--- src/hw/rtl/spp_pkg.sv ---
// shared constants, types and step-period tables of the stepper position profile
package spp_pkg;

  localparam int TABLE_DEPTH_DEF = 32;
  localparam int POS_WIDTH_DEF   = 24;

  localparam int FIELD_POS_W = 24;
  localparam int PERIOD_W    = 12;
  localparam int ACCEL_W     = 8;
  localparam int DIVIDEND_W  = 24;
  localparam int DIVISOR_W   = 9;
  localparam int TAB_IDX_W   = 6;
  localparam int TAB_ENTRIES = 32;
  localparam int TAB_SEL_W   = $clog2(TAB_ENTRIES);
  localparam int S_TDATA_W   = 32;
  localparam int M_TDATA_W   = 40;
  localparam int CFG_IDX_W   = 2;
  localparam int CFG_DATA_W  = 24;

  localparam logic [DIVISOR_W-1:0]   STEP_DIVISOR  = 9'd100;
  localparam logic [ACCEL_W-1:0]     ACCEL_RESET   = 8'd150;
  localparam logic [FIELD_POS_W-1:0] MAX_POS_RESET = 24'd100000;
  localparam logic [PERIOD_W-1:0]    PERIOD_MAX    = 12'd3000;

  // register indexes on the config port
  localparam logic [CFG_IDX_W-1:0] REG_PROFILE = 2'd0;
  localparam logic [CFG_IDX_W-1:0] REG_ACCEL   = 2'd1;
  localparam logic [CFG_IDX_W-1:0] REG_MAX_POS = 2'd2;

  // control phases
  localparam logic [1:0] PH_WAIT = 2'd0;
  localparam logic [1:0] PH_RAMP = 2'd1;
  localparam logic [1:0] PH_TRIM = 2'd2;

  typedef struct packed {
    logic busy;
    logic done;
  } div_stat_t;

  localparam logic [PERIOD_W-1:0] LIN_TAB [0:TAB_ENTRIES-1] = '{
    12'd448, 12'd448, 12'd224, 12'd149, 12'd112, 12'd90, 12'd75, 12'd64,
    12'd56, 12'd50, 12'd45, 12'd41, 12'd37, 12'd34, 12'd32, 12'd30,
    12'd28, 12'd26, 12'd25, 12'd24, 12'd22, 12'd21, 12'd20, 12'd19,
    12'd19, 12'd18, 12'd17, 12'd17, 12'd16, 12'd15, 12'd15, 12'd14
  };

  localparam logic [PERIOD_W-1:0] EXP_TAB [0:TAB_ENTRIES-1] = '{
    12'd3000, 12'd3000, 12'd1593, 12'd896, 12'd573, 12'd398, 12'd293, 12'd224,
    12'd177, 12'd143, 12'd118, 12'd100, 12'd85, 12'd73, 12'd64, 12'd56,
    12'd50, 12'd44, 12'd40, 12'd36, 12'd33, 12'd30, 12'd27, 12'd25,
    12'd23, 12'd21, 12'd20, 12'd18, 12'd17, 12'd16, 12'd15, 12'd14
  };

  // indexes past the table use its last entry
  function automatic logic [PERIOD_W-1:0] period_of(input logic [TAB_IDX_W-1:0] idx,
                                                    input logic expo);
    logic [TAB_SEL_W-1:0] sel;
    sel = (idx >= TAB_IDX_W'(TAB_ENTRIES)) ? TAB_SEL_W'(TAB_ENTRIES - 1) : idx[TAB_SEL_W-1:0];
    return expo ? EXP_TAB[sel] : LIN_TAB[sel];
  endfunction

endpackage

--- src/hw/rtl/spp_div.sv ---
// bit-serial restoring divider, one quotient bit per cycle
module spp_div (
  input  logic                            clk,
  input  logic                            rst,
  input  logic                            start,
  input  logic [spp_pkg::DIVIDEND_W-1:0]  dividend,
  input  logic [spp_pkg::DIVISOR_W-1:0]   divisor,
  output logic [spp_pkg::DIVIDEND_W-1:0]  quotient,
  output spp_pkg::div_stat_t              stat
);

  localparam int DW  = spp_pkg::DIVIDEND_W;
  localparam int VW  = spp_pkg::DIVISOR_W;
  localparam int CNT_W = $clog2(DW + 1);

  logic [DW-1:0]    quo;
  logic [VW-1:0]    rem;
  logic [VW-1:0]    dvs;
  logic [CNT_W-1:0] cnt;
  logic             busy;
  logic             done;
  logic [VW:0]      trial;
  logic [VW:0]      diff;
  logic             ge;

  // shift the next dividend bit into the partial remainder
  always_comb begin
    trial = {rem, quo[DW-1]};
    ge    = trial >= {1'b0, dvs};
    diff  = trial - {1'b0, dvs};
  end

  always_ff @(posedge clk) begin
    if (rst) begin
      busy <= 1'b0;
      done <= 1'b0;
      cnt  <= '0;
    end else begin
      done <= 1'b0;
      if (start) begin
        busy <= 1'b1;
        cnt  <= CNT_W'(DW);
      end else if (busy) begin
        cnt <= cnt - CNT_W'(1);
        if (cnt == CNT_W'(1)) begin
          busy <= 1'b0;
          done <= 1'b1;
        end
      end
    end
  end

  always_ff @(posedge clk) begin
    if (start) begin
      quo <= dividend;
      rem <= '0;
      dvs <= divisor;
    end else if (busy) begin
      quo <= {quo[DW-2:0], ge};
      rem <= ge ? diff[VW-1:0] : trial[VW-1:0];
    end
  end

  assign quotient  = quo;
  assign stat.busy = busy;
  assign stat.done = done;

endmodule

--- src/hw/rtl/stepper_position_profile.sv ---
// stepper position profile: setpoint tracking and speed ramp over a step-period table
// sequence: an input transfer passes PREP, DIV when a divide is needed (phase 0 with a
//   pending detent, or the ramp phase), UPD, DIR for a setpoint move, and DONE, which
//   loads the result once the output is free; one item in flight at a time; divides use the bit-serial divider
// a finished result waits in the output register while the next item is taken
// reset: synchronous; setpoint, phase, index, ms counter and direction clear, config to defaults
module stepper_position_profile #(
  parameter int TABLE_DEPTH = spp_pkg::TABLE_DEPTH_DEF,
  parameter int POS_WIDTH   = spp_pkg::POS_WIDTH_DEF
) (
  input  logic                            clk,
  input  logic                            rst,
  // tdata: ms_tick[0], enc_event[1], enc_cw[2], position[26:3], zero fill
  input  logic                            s_tvalid,
  output logic                            s_tready,
  input  logic [spp_pkg::S_TDATA_W-1:0]   s_tdata,
  // tdata: step_period[11:0], period_write[12], spin_cw[13], dir_write[14],
  //        target[38:15], zero fill
  output logic                            m_tvalid,
  input  logic                            m_tready,
  output logic [spp_pkg::M_TDATA_W-1:0]   m_tdata,
  // config write channel
  input  logic                            cfg_valid,
  output logic                            cfg_ready,
  input  logic [spp_pkg::CFG_IDX_W-1:0]   cfg_index,
  input  logic [spp_pkg::CFG_DATA_W-1:0]  cfg_data
);

  localparam int PW    = spp_pkg::FIELD_POS_W;
  localparam int DW    = spp_pkg::DIVIDEND_W;
  localparam int AW    = spp_pkg::ACCEL_W;
  localparam int TAB_W = spp_pkg::TAB_IDX_W;
  localparam int IDX_W = (TABLE_DEPTH > 1) ? $clog2(TABLE_DEPTH) : 1;
  localparam logic [IDX_W-1:0] CAP = IDX_W'(TABLE_DEPTH - 1);
  localparam logic [PW-1:0] POS_MASK =
    (POS_WIDTH >= PW) ? {PW{1'b1}} : PW'((64'd1 << POS_WIDTH) - 64'd1);

  // sequencer states
  localparam logic [2:0] S_IDLE = 3'd0;
  localparam logic [2:0] S_PREP = 3'd1;
  localparam logic [2:0] S_DIV  = 3'd2;
  localparam logic [2:0] S_UPD  = 3'd3;
  localparam logic [2:0] S_DIR  = 3'd4;
  localparam logic [2:0] S_DONE = 3'd5;

  // config registers
  logic          profile_exp;
  logic [AW-1:0] accel;
  logic [PW-1:0] max_pos;

  // loop state
  logic [2:0]       state;
  logic [PW-1:0]    target_reg;
  logic [1:0]       phase;
  logic [IDX_W-1:0] last_index;
  logic [AW-1:0]    ms_count;
  logic             ev_pend;
  logic             pend_cw;
  logic             dir_reg;

  // per-item working values
  logic [PW-1:0]               pos_q;
  logic [spp_pkg::PERIOD_W-1:0] res_period;
  logic                        res_pw;
  logic                        res_dw;

  // input field unpacking
  logic          in_tick;
  logic          in_evt;
  logic          in_cw;
  logic [PW-1:0] in_pos;

  // divider hookup
  logic                              div_start;
  logic [DW-1:0]                     div_dividend;
  logic [spp_pkg::DIVISOR_W-1:0]     div_divisor;
  logic [DW-1:0]                     quotient;
  spp_pkg::div_stat_t                div_stat;

  // datapath
  logic                         need_div;
  logic [PW-1:0]                mag;
  logic [PW:0]                  sum_up;
  logic [PW-1:0]                up_val;
  logic [PW-1:0]                dn_val;
  logic [IDX_W-1:0]             n_raw;
  logic [IDX_W-1:0]             n_sel;
  logic                         rise;
  logic [spp_pkg::PERIOD_W-1:0] period_lu;
  logic                         out_load;

  assign in_tick = s_tdata[0];
  assign in_evt  = s_tdata[1];
  assign in_cw   = s_tdata[2];
  assign in_pos  = s_tdata[PW+2:3];

  // a new item only when the sequencer is back at rest
  assign s_tready  = (state == S_IDLE);
  assign cfg_ready = 1'b1;

  always_comb begin
    // phase 0 divides the limit by 100 for the setpoint step,
    // the ramp phase divides the error magnitude by twice accel
    need_div = ((phase == spp_pkg::PH_WAIT) && ev_pend) || (phase == spp_pkg::PH_RAMP);
    mag      = (target_reg >= pos_q) ? (target_reg - pos_q) : (pos_q - target_reg);
    if (phase == spp_pkg::PH_WAIT) begin
      div_dividend = max_pos;
      div_divisor  = spp_pkg::STEP_DIVISOR;
    end else begin
      div_dividend = mag;
      div_divisor  = {accel, 1'b0};
    end
    div_start = (state == S_PREP) && need_div && !div_stat.busy;

    // setpoint move, clockwise clamps at the limit, counter-clockwise at zero
    sum_up = {1'b0, target_reg} + {1'b0, quotient[PW-1:0]};
    up_val = (sum_up >= {1'b0, max_pos}) ? max_pos : sum_up[PW-1:0];
    dn_val = (target_reg > quotient[PW-1:0]) ? (target_reg - quotient[PW-1:0]) : '0;

    // speed index, capped, and allowed to rise one step at a time
    // (zero accel gives an all-ones quotient, which also caps)
    n_raw     = (quotient > DW'(CAP)) ? CAP : quotient[IDX_W-1:0];
    rise      = n_raw > last_index;
    n_sel     = rise ? (last_index + IDX_W'(1)) : n_raw;
    period_lu = spp_pkg::period_of(TAB_W'(n_sel), profile_exp);

    out_load  = (state == S_DONE) && (!m_tvalid || m_tready);
  end

  spp_div u_div (
    .clk      (clk),
    .rst      (rst),
    .start    (div_start),
    .dividend (div_dividend),
    .divisor  (div_divisor),
    .quotient (quotient),
    .stat     (div_stat)
  );

  always_ff @(posedge clk) begin
    if (rst) begin
      profile_exp <= 1'b0;
      accel       <= spp_pkg::ACCEL_RESET;
      max_pos     <= spp_pkg::MAX_POS_RESET;
      state       <= S_IDLE;
      m_tvalid    <= 1'b0;
      target_reg  <= '0;
      phase       <= spp_pkg::PH_WAIT;
      last_index  <= '0;
      ms_count    <= '0;
      ev_pend     <= 1'b0;
      pend_cw     <= 1'b0;
      dir_reg     <= 1'b0;
      res_period  <= '0;
      res_pw      <= 1'b0;
      res_dw      <= 1'b0;
    end else begin
      // config writes take effect at once; the driver must write only between items, unenforced by the block
      if (cfg_valid) begin
        unique case (cfg_index)
          spp_pkg::REG_PROFILE: profile_exp <= cfg_data[0];
          spp_pkg::REG_ACCEL:   accel       <= cfg_data[AW-1:0];
          spp_pkg::REG_MAX_POS: max_pos     <= cfg_data[PW-1:0];
          default: ;
        endcase
      end

      // output valid: set on a load, cleared once the held result transfers
      if (out_load) begin
        m_tvalid <= 1'b1;
      end else if (m_tvalid && m_tready) begin
        m_tvalid <= 1'b0;
      end

      unique case (state)
        S_IDLE: begin
          if (s_tvalid) begin
            // tick and detent are folded in before the phase step
            if (in_tick && (ms_count != {AW{1'b1}})) begin
              ms_count <= ms_count + AW'(1);
            end
            if (in_evt) begin
              ev_pend <= 1'b1;
              pend_cw <= in_cw;
            end
            res_period <= '0;
            res_pw     <= 1'b0;
            res_dw     <= 1'b0;
            state      <= S_PREP;
          end
        end
        S_PREP: begin
          state <= need_div ? S_DIV : S_UPD;
        end
        S_DIV: begin
          if (div_stat.done) begin
            state <= S_UPD;
          end
        end
        S_UPD: begin
          // a setpoint move still has the direction to settle
          state <= ((phase == spp_pkg::PH_WAIT) && ev_pend) ? S_DIR : S_DONE;
          unique case (phase)
            spp_pkg::PH_WAIT: begin
              if (ev_pend) begin
                ev_pend    <= 1'b0;
                target_reg <= pend_cw ? up_val : dn_val;
                phase      <= spp_pkg::PH_RAMP;
              end
            end
            spp_pkg::PH_RAMP: begin
              if (rise) begin
                if (ms_count >= accel) begin
                  ms_count   <= '0;
                  last_index <= n_sel;
                end
              end else begin
                last_index <= n_raw;
              end
              // a pending detent wins over entering trim
              if (ev_pend) begin
                phase <= spp_pkg::PH_WAIT;
              end else if (n_sel == '0) begin
                phase <= spp_pkg::PH_TRIM;
              end
              res_period <= period_lu;
              res_pw     <= 1'b1;
            end
            spp_pkg::PH_TRIM: begin
              if (target_reg != pos_q) begin
                if (ev_pend) begin
                  phase <= spp_pkg::PH_WAIT;
                end
              end else begin
                // on target: stop the motor
                res_period <= '0;
                res_pw     <= 1'b1;
                ms_count   <= '0;
                phase      <= spp_pkg::PH_WAIT;
              end
            end
            default: begin
              phase <= spp_pkg::PH_WAIT;
            end
          endcase
        end
        S_DIR: begin
          // direction follows the sign of the new error, unchanged at zero
          if (target_reg > pos_q) begin
            dir_reg <= 1'b1;
            res_dw  <= 1'b1;
          end else if (target_reg < pos_q) begin
            dir_reg <= 1'b0;
            res_dw  <= 1'b1;
          end
          state <= S_DONE;
        end
        S_DONE: begin
          if (out_load) begin
            state <= S_IDLE;
          end
        end
        default: begin
          state <= S_IDLE;
        end
      endcase
    end
  end

  // payload registers
  always_ff @(posedge clk) begin
    if (s_tvalid && s_tready) begin
      pos_q <= in_pos & POS_MASK;
    end
    if (out_load) begin
      m_tdata <= {1'b0, target_reg & POS_MASK, res_dw, dir_reg, res_pw, res_period};
    end
  end

endmodule

--- config.mk ---
export PLATFORM = sky130hd
export DESIGN_NAME = stepper_position_profile
export DESIGN_NICKNAME = d
export VERILOG_FILES = /design/src/hw/rtl/spp_pkg.sv /design/src/hw/rtl/spp_div.sv /design/src/hw/rtl/stepper_position_profile.sv
export SDC_FILE = /design/constraint.sdc
export NUM_CORES = 1
export LEC_CHECK = 0
export BUFFER_PORTS_ARGS = -buffer_cell sky130_fd_sc_hd__buf_2
export CAP_MARGIN = 30
export CORE_ASPECT_RATIO = 0.6
export CORE_MARGIN = 8
export CORE_UTILIZATION = 45
export DETAILED_ROUTE_END_ITERATION = 8
export PLACE_DENSITY = 0.64
export SLEW_MARGIN = 5
export SYNTH_ARGS = -nofsm -noshare
export SYNTH_HDL_FRONTEND = slang
export SYNTH_SLANG_ARGS = --single-unit
export TNS_END_PERCENT = 100
--- constraint.sdc ---
create_clock -name clk -period 7.5 [get_ports clk]
set_input_delay 0 -clock clk [delete_from_list [all_inputs] [get_ports clk]]
set_output_delay 0 -clock clk [all_outputs]
set_load 0.01 [all_outputs]
==> reports/results.tsv, run 1 <==
stage	metric	value	unit
grt	gr-total-overflow	0	
yosys	synthCells	1777	
drt	drt-initial-drc-count	1106	
grt	antenna_found_initial	0	
setup_path	r2r_setup_slack	1.86	ns
power_and_ir_drop	p_switching	921	uW
drt	first_pass_iters	5	
cts	cts_tree	done	
timing	max_freq	177	MHz
setup_path	cp.depth	17	
timing	tightest_slew	0.923	ns
drt	drt.antenna.violating_nets	0	
grt	gr-usage-all-layers	0.221	
grt	grt_max_degree	50	
power_and_ir_drop	p_per_area	171	mW/mm2
power_and_ir_drop	swShare	0.303	
run_status	status	finished clean	
timing	rsz0062_at_grt	false	
finish	nets	2120	
power_and_ir_drop	seqPwrFrac	0.420	
die	dieArea	0.0408	mm2
cts	cts.sinks	204	
finish	synthToLayoutAreaGrowth	14.6	%
setup_path	cp.required	7.96	ns
finish	regMostFlops	m_tdata	
setup_path	critPathMaxFanout	13	
setup_path	start_kind	register	
power_and_ir_drop	total_leakage_power	7.70	nW
yosys	syn_area	0.0155	mm2
yosys	ys_ff_latch	204	
setup_path	critPathLaunch	u_div.quotient[23]	
setup_path	cp-end-kind	register	
placed_design	gp_congestion	0.943	
setup_path	critPathMaxStageDelay	0.62	ns
setup_path	path_cells	nor4_1 > nand4_1 > or4_4 > nand2b_4 > ha_1 > nor2b_1 > o21a_1 > o21ai_1 > a21o_1 > mux2i_4 > inv_2 > ha_1 > nor2_1 > o21ai_0 > a21oi_1 > o22ai_1 > a21oi_1	
cts	htreeDepth	1	
run	maxCapViolations	0	
power_and_ir_drop	total_power	3.04	mW
timing	hold_viol_final	0	
finish	drive_above_1_share	0.131	
power_and_ir_drop	pwr-share-comb	0.213	
drt	avgViaCountPerCell	5.79	
setup_path	slowest_stage	nor4_1	
timing	fin_crit	5.64	ns
timing	clock_skew	0.0103	ns
die	io_pins	106	
die	start_util	0.458	
grt	grt_pass1_vias	13092	
yosys	yosysWarnings	0	
setup_path	worst_r2r_path_depth	17	
setup_path	arrival	6.10	ns
die	core	0.0338	mm2
setup_path	path_class	register to register	
cts	cts_buffers	23	
cts	cts-root-buf	clkbuf_16	
cts	clk_pin_slew_worst_paths	0.06	ns
timing	slew_headroom	0.378	
cts	clock_latency	0.53	ns
yosys	synth.net_count	2000	
setup_path	r2r-start	u_div.quotient[23]	
power_and_ir_drop	internal_power	2.12	mW
drt	vias	13729	
finish	final_common_cell	a21oi_1	
die	row_count	52	
yosys	avgSynthCellArea	8.72	um2
yosys	synth-async-reset-ratio	0	
yosys	synth_enable_flop_cells	95	
power_and_ir_drop	power.share.clock	0.367	
timing	drv_slew	0	
placed_design	numPortBuffers	98	
setup_path	critical_path_buf_inv_count	1	
die	die_x	256	um
yosys	yosysSeqAreaShare	0.325	
timing	fin_setup_tns	0	ns
setup_path	critical-path-top-delay-family	simple AND/OR/NAND/NOR gates	
finish	layout_common_cells	a21oi_1 (173), inv_1 (168), nand2_1 (160)	
worst_hold_path	hp-class	input port to register	
power_and_ir_drop	ir_worst_vdd	0.000125	V
timing	min_period_over_period	0.752	
yosys	ys.flop_type	dfxtp_1	
cts	cts.path.max_buffers	3	
drt	finalWirelength	46.8	mm
drt	drcViolationCount	0	
finish	largest_reg_flops	39	
worst_hold_path	hp-start	cfg_valid	
drt	wl_per_cell	19.7	um
yosys	synth_cell_types	101	
die	die_y	160	um
placed_design	place_hpwl	35.1	mm
worst_hold_path	holdPathStages	5	
timing	finalSetupViolCount	0	
grt	grt_pass1_wl	73.9	mm
## worst reg2reg max path: cells and delay by family, from the launching register on
kind | cells | cell delay [ns]
simple gates | 6 | 2.14
flops | 1 | 0.52
compound gates | 7 | 1.48
buf+inv | 1 | 0.22
mux | 1 | 0.60
fa+ha+maj | 2 | 0.63
## synth_stat cells, types with 11 or more instances
cell | n | share of area
nand2b_1 | 17 | 0.0069
mux2_4 | 16 | 0.016
dfxtp_1 | 109 | 0.14
xor2_1 | 17 | 0.0096
nor3_1 | 30 | 0.0097
o21bai_1 | 12 | 0.0058
edfxtp_1 | 95 | 0.18
or2_2 | 13 | 0.0052
nand2_1 | 160 | 0.039
mux2i_1 | 51 | 0.033
buf_2 | 25 | 0.0081
a21o_1 | 28 | 0.014
xnor2_1 | 58 | 0.033
nor2_1 | 117 | 0.028
a211oi_1 | 14 | 0.0068
o21ai_1 | 11 | 0.0036
inv_1 | 168 | 0.041
clkbuf_1 | 48 | 0.012
ha_1 | 155 | 0.13
o21ai_0 | 97 | 0.031
and3_1 | 16 | 0.0065
nand3_1 | 38 | 0.012
o211ai_1 | 17 | 0.0082
nor2b_1 | 21 | 0.0085
a21oi_1 | 173 | 0.056
a22oi_1 | 16 | 0.0078
mux2_2 | 16 | 0.012
a31oi_1 | 16 | 0.0065
nand4_1 | 20 | 0.0081
## power groups by stage
stage / logic [mW] / clock network [mW] / registers (mW)
4_1_cts: 0.637 / 1.14 / 1.27
2_1_floorplan: 0.455 / 0 / 1.28
5_1_grt: 0.712 / 1.18 / 1.28
6_report: 0.648 / 1.12 / 1.28
3_5_place_dp: 0.606 / 0 / 1.30
3_3_place_gp: 0.590 / 0 / 1.30
## final timing paths
kind	endpoint
worst min-delay path	max_pos[8]
worst max-delay path	res_period[5]
worst max register to register	res_period[5]
worst min register to register	m_tdata[1]
## area by class of cell
class	count	area, um2
Clock inverter	12	95.1
Fill cell	3191	16100
Antenna cell	1	2.50
Multi-Input combinational cell	1309	9380
Timing Repair Buffer	189	1410
Clock buffer	29	628
Tap cell	459	574
Inverter	170	638
Sequential cell	204	5030
## what timing repair did
| action | in CTS | in global routing |
|---|---|---|
| setup buffers | 0 | 0 |
| hold endpoints to repair | 73 | 0 |
| resized for setup | 0 | 0 |
| hold buffers | 67 | 0 |
## routing by layer
| metal | up-vias | GRT usage | wire, um |
|---|---|---|---|
| li1 | 6589 | - | - |
| met1 | 6496 | 0.325 | 22400 |
| met2 | 588 | 0.322 | 19000 |
| met3 | 56 | 0.0576 | 4410 |
| met4 | 0 | 0.0454 | 927 |
| met5 | - | 0 | 0 |
## logic make-up after synthesis
logic type / Yosys count / synth area share
mux: 88 / 0.0653
fa+ha+maj: 160 / 0.132
flops: 204 / 0.325
xor+xnor: 75 / 0.0424
buf+inv: 264 / 0.0711
simple gates: 485 / 0.153
compound gates: 499 / 0.211
other cells: 2 / 0.000485
## metrics by stage
step,instances,setup slack [ns],cell area (um2),hold WS (ns),util
detailed placement,2263,2.08,16400,0.178,0.483
CTS,2371,2.04,17700,0.151,0.525
floorplan,1777,3.09,15500,0.0989,-
finish,2373,1.86,17800,0.0468,0.525
global route,2372,1.53,17800,0.0627,0.525
global placement,2260,2.05,16300,0.179,0.481
Power figures use the tool's default switching activity.
==> run 2: changes to the inputs <==
--- a/config.mk
+++ b/config.mk
@@ -5,13 +5,14 @@
 export SDC_FILE = /design/constraint.sdc
 export NUM_CORES = 1
 export LEC_CHECK = 0
+export ABC_AREA = 1
 export BUFFER_PORTS_ARGS = -buffer_cell sky130_fd_sc_hd__buf_2
 export CAP_MARGIN = 30
 export CORE_ASPECT_RATIO = 0.6
 export CORE_MARGIN = 8
 export CORE_UTILIZATION = 45
 export DETAILED_ROUTE_END_ITERATION = 8
-export PLACE_DENSITY = 0.64
+export PLACE_DENSITY = 0.66
 export SLEW_MARGIN = 5
 export SYNTH_ARGS = -nofsm -noshare
 export SYNTH_HDL_FRONTEND = slang
==> constraint.sdc (replaced) <==
create_clock -name clk -period 4.7 [get_ports clk]
set_input_delay 0 -clock clk [delete_from_list [all_inputs] [get_ports clk]]
set_output_delay 0 -clock clk [all_outputs]
set_load 0.01 [all_outputs]
==> run 2 against run 1 <==
  * Clock-buffer cell count is the same
  * Highest routed layer unchanged
  * Flip-flop and latch count unchanged
  * Fmax increased by 30%
  * Non-clock buffer count rose by 13
  * Critical path depth up 3
==> reports/results.tsv, run 2 <==
stage	metric	value	unit	change
run_status	status	finished clean		
setup_path	start_kind	register		
cts	htreeDepth	1		unchanged
timing	hold_slack	0.0928	ns	+0.0460 ns
timing	fin_ws	0.354	ns	-1.50 ns
placed_design	gp_congestion	0.987		+4.7%
setup_path	crit_top_cell	nand2_1		
yosys	synthMostInstantiatedCell	nand2_1		
cts	cts.path.max_buffers	3		unchanged
timing	tightest_slew	0.974	ns	+0.0512 ns
power_and_ir_drop	p_switching	2.41	mW	+160%
drt	first_pass_iters	6		+1
drt	drt.antenna.violating_nets	0		unchanged
power_and_ir_drop	swShare	0.381		+0.0784
setup_path	critical-path-top-delay-family	simple AND/OR/NAND/NOR gates		
power_and_ir_drop	seqPwrFrac	0.345		-0.075
setup_path	slowest_stage	nand3_4		
grt	antenna_found_initial	1		+1
setup_path	critical_path_buf_inv_count	3		+2
setup_path	path_class	register to register		
grt	gr-usage-all-layers	0.266		+0.0450
finish	largest_reg_flops	39		unchanged
yosys	synth.area.top_cells	edfxtp_1 (17%), dfxtp_1 (13%), nand2_1 (12%), ha_1 (12%), inv_1 (6.8%)		
timing	finalSetupViolCount	0		unchanged
yosys	synth_top_area_cell	edfxtp_1		
timing	drv_slew	0		unchanged
die	dieArea	0.0434	mm2	+6.3%
yosys	synth_top_area_share	0.172		-0.0118
cts	clk_pin_slew_worst_paths	0.06	ns	about the same
cts	cts-root-buf	clkbuf_16		
cts	post_cts_buffers	0		unchanged
die	core	0.0363	mm2	+7.2%
finish	synthToLayoutAreaGrowth	14.6	%	about the same
setup_path	arrival	4.77	ns	-1.33 ns
finish	layout_common_cells	nand2_1 (536), inv_1 (298), a21oi_1 (223)		
timing	clock_skew	0.0211	ns	+0.0108 ns
run	maxCapViolations	0		unchanged
timing	rsz0062_at_grt	true		
timing	fin_crit	4.35	ns	-1.30 ns
power_and_ir_drop	ir_worst_vdd	0.000237	V	+89%
yosys	synth_top_cells_by_count	nand2_1 (538), inv_1 (299), a21oi_1 (223)		
setup_path	r2r_setup_slack	0.35	ns	-1.50 ns
finish	regMostFlops	m_tdata		
yosys	synth.net_count	2553		+28%
drt	finalWirelength	59.7	mm	+28%
timing	fin_setup_tns	0	ns	unchanged
yosys	synth_cell_types	55		-46%
finish	fin_cells	2966		+25%
placed_design	dpl_cell_area	0.0174	mm2	+6.2%
yosys	synth-async-reset-ratio	0		unchanged
setup_path	critPathMaxStageDelay	0.48	ns	-0.14 ns
yosys	avgSynthCellArea	7.11	um2	-18%
finish	drive_above_1_share	0.110		-0.0202
finish	final_common_cell	nand2_1		
cts	cts_tree	done		
drt	avgViaCountPerCell	5.59		-3.4%
setup_path	critPathLaunch	u_div.quotient[2]		
worst_hold_path	hp-class	input port to register		
finish	stdcell_area	0.0190	mm2	+6.8%
yosys	ys.flop_type	dfxtp_1		
grt	gr-total-overflow	0		unchanged
grt	grt_max_degree	47		-6.0%
setup_path	crit_path_end	target_reg[11]		
power_and_ir_drop	internal_power	3.91	mW	+84%
die	row_count	54		+3.8%
power_and_ir_drop	p_per_area	333	mW/mm2	+94%
grt	grt_pass1_wl	89.9	mm	+22%
drt	drt-initial-drc-count	1985		+79%
timing	min_period_over_period	0.925		+0.172
placed_design	placed_cells	2844		+26%
yosys	synth_enable_flop_cells	95		unchanged
setup_path	cp-end-kind	register		
finish	fill_cells	3539		+11%
cts	cts.sinks	204		unchanged
drt	vias	16583		+21%
die	die_y	165	um	+3.0%
die	io_pins	106		unchanged
power_and_ir_drop	pwr-share-comb	0.336		+0.123
setup_path	rr_endpoint	target_reg[11]		
finish	utilization	0.523		-0.00204
finish	seq_area	0.00503	mm2	unchanged
setup_path	cp.required	5.12	ns	-2.84 ns
die	start_util	0.456		-0.00158
setup_path	r2r-start	u_div.quotient[2]		
placed_design	dp_slack	0.423	ns	-1.65 ns
yosys	syn_area	0.0166	mm2	+6.9%
yosys	yosysSeqAreaShare	0.304		-0.0209
timing	hold_viol_final	0		unchanged
power_and_ir_drop	power.share.clock	0.319		-0.048
power_and_ir_drop	total_power	6.31	mW	+110%
yosys	synthCells	2330		+31%
drt	drcViolationCount	0		unchanged
setup_path	path_cells	inv_1 > ha_1 > inv_1 > a21oi_1 > nand2_1 > nand3_1 > nand2_1 > nand2_1 > nand2_1 > xor2_1 > inv_1 > ha_1 > nand3_1 > nor2_1 > nand2_1 > nand3_1 > a21oi_2 > nand3_4 > o211ai_1 > a21oi_1		
timing	slew_headroom	0.351		-0.0277
finish	nets	2695		+27%
drt	wl_per_cell	20.1	um	+2.2%
grt	grt_pass1_vias	15108		+15%
yosys	ys_ff_latch	204		unchanged
yosys	yosysWarnings	0		unchanged
setup_path	worst_r2r_path_depth	20		+3
cts	cts_buffers	24		+4.3%
placed_design	numPortBuffers	98		unchanged
placed_design	place_hpwl	46.1	mm	+31%
timing	max_freq	230	MHz	+30%
die	die_x	264	um	+3.2%
cts	clock_latency	0.55	ns	+0.02 ns
setup_path	critPathMaxFanout	46		+33
finish	multi_input_area	0.00985	mm2	+5.0%
setup_path	cp.depth	20		+3
power_and_ir_drop	total_leakage_power	8.67	nW	+12%
## run 2: cell count changes after synthesis, sizes merged, moves of 43 or more
| cell | change |
|---|---|
| a21oi | +66 |
| xnor2 | -43 |
| nor2 | +63 |
| xor2 | +53 |
| nand2 | +401 |
| o21ai | +66 |
| inv | +148 |
| nand3 | +129 |
| mux2i | -54 |
## run 2: how the worst min path moves through the flow
stage,end,startpoint,cells after the start
after detailed placement,pos_q[2],s_tdata[5],1
after global routing,pos_q[9],s_tdata[12],2
after floorplan,pos_q[0],s_tdata[3],0
after global placement,pos_q[13],s_tdata[16],1
final,accel[0],cfg_valid,5
after CTS,accel[0],cfg_valid,5
## run 2: worst reg2reg max path, delay by kind of cell (launching register included)
kind	cells	cell delay, ns
XOR/XNOR	1	0.28
AND/OR/NAND/NOR	10	1.69
adder cells (fa/ha/maj)	2	0.65
AO/OA/AOI/OAI	4	0.80
buffers and inverters	3	0.39
flip-flops	1	0.41
## run 2: final cells by class
cell class,instances,area share
Clock buffer,29,0.0349
Clock inverter,14,0.00864
Timing Repair Buffer,202,0.0771
Sequential cell,204,0.265
Inverter,319,0.0632
Multi-Input combinational cell,1721,0.519
Antenna cell,1,0.000132
Tap cell,476,0.0314
## run 2: what timing repair did
action / in CTS / in global routing
hold buffers: 78 / 0
hold endpoints to repair: 71 / 0
endpoints found under the setup margin: 0 / 5
gates resized for setup: 0 / 2
## run 2: routing by layer
metal,track usage,share of wire
met1,0.404,0.48
met2,0.351,0.37
met3,0.0906,0.13
met4,0.0609,0.023
met5,0,0
## run 2: cells by family after synthesis
family                     count (synthesis)  share of synthesized area
buffers and inverters                    405                      0.102
and+or+nand+nor                          976                      0.257
other                                      2                   0.000453
AOI/OAI and AO/OA                        498                      0.168
xor gates and xnor gates                  85                     0.0450
adders and majority gates                160                      0.123
DFF                                      204                      0.304
## run 2: power by group through the flow
stage	clock [mW]	combinational [mW]	sequential [mW]
3_5_place_dp	0	1.99	2.22
4_1_cts	2.06	2.05	2.18
3_3_place_gp	0	1.95	2.21
2_1_floorplan	0	1.48	2.18
5_1_grt	2.13	2.33	2.20
6_report	2.01	2.12	2.18
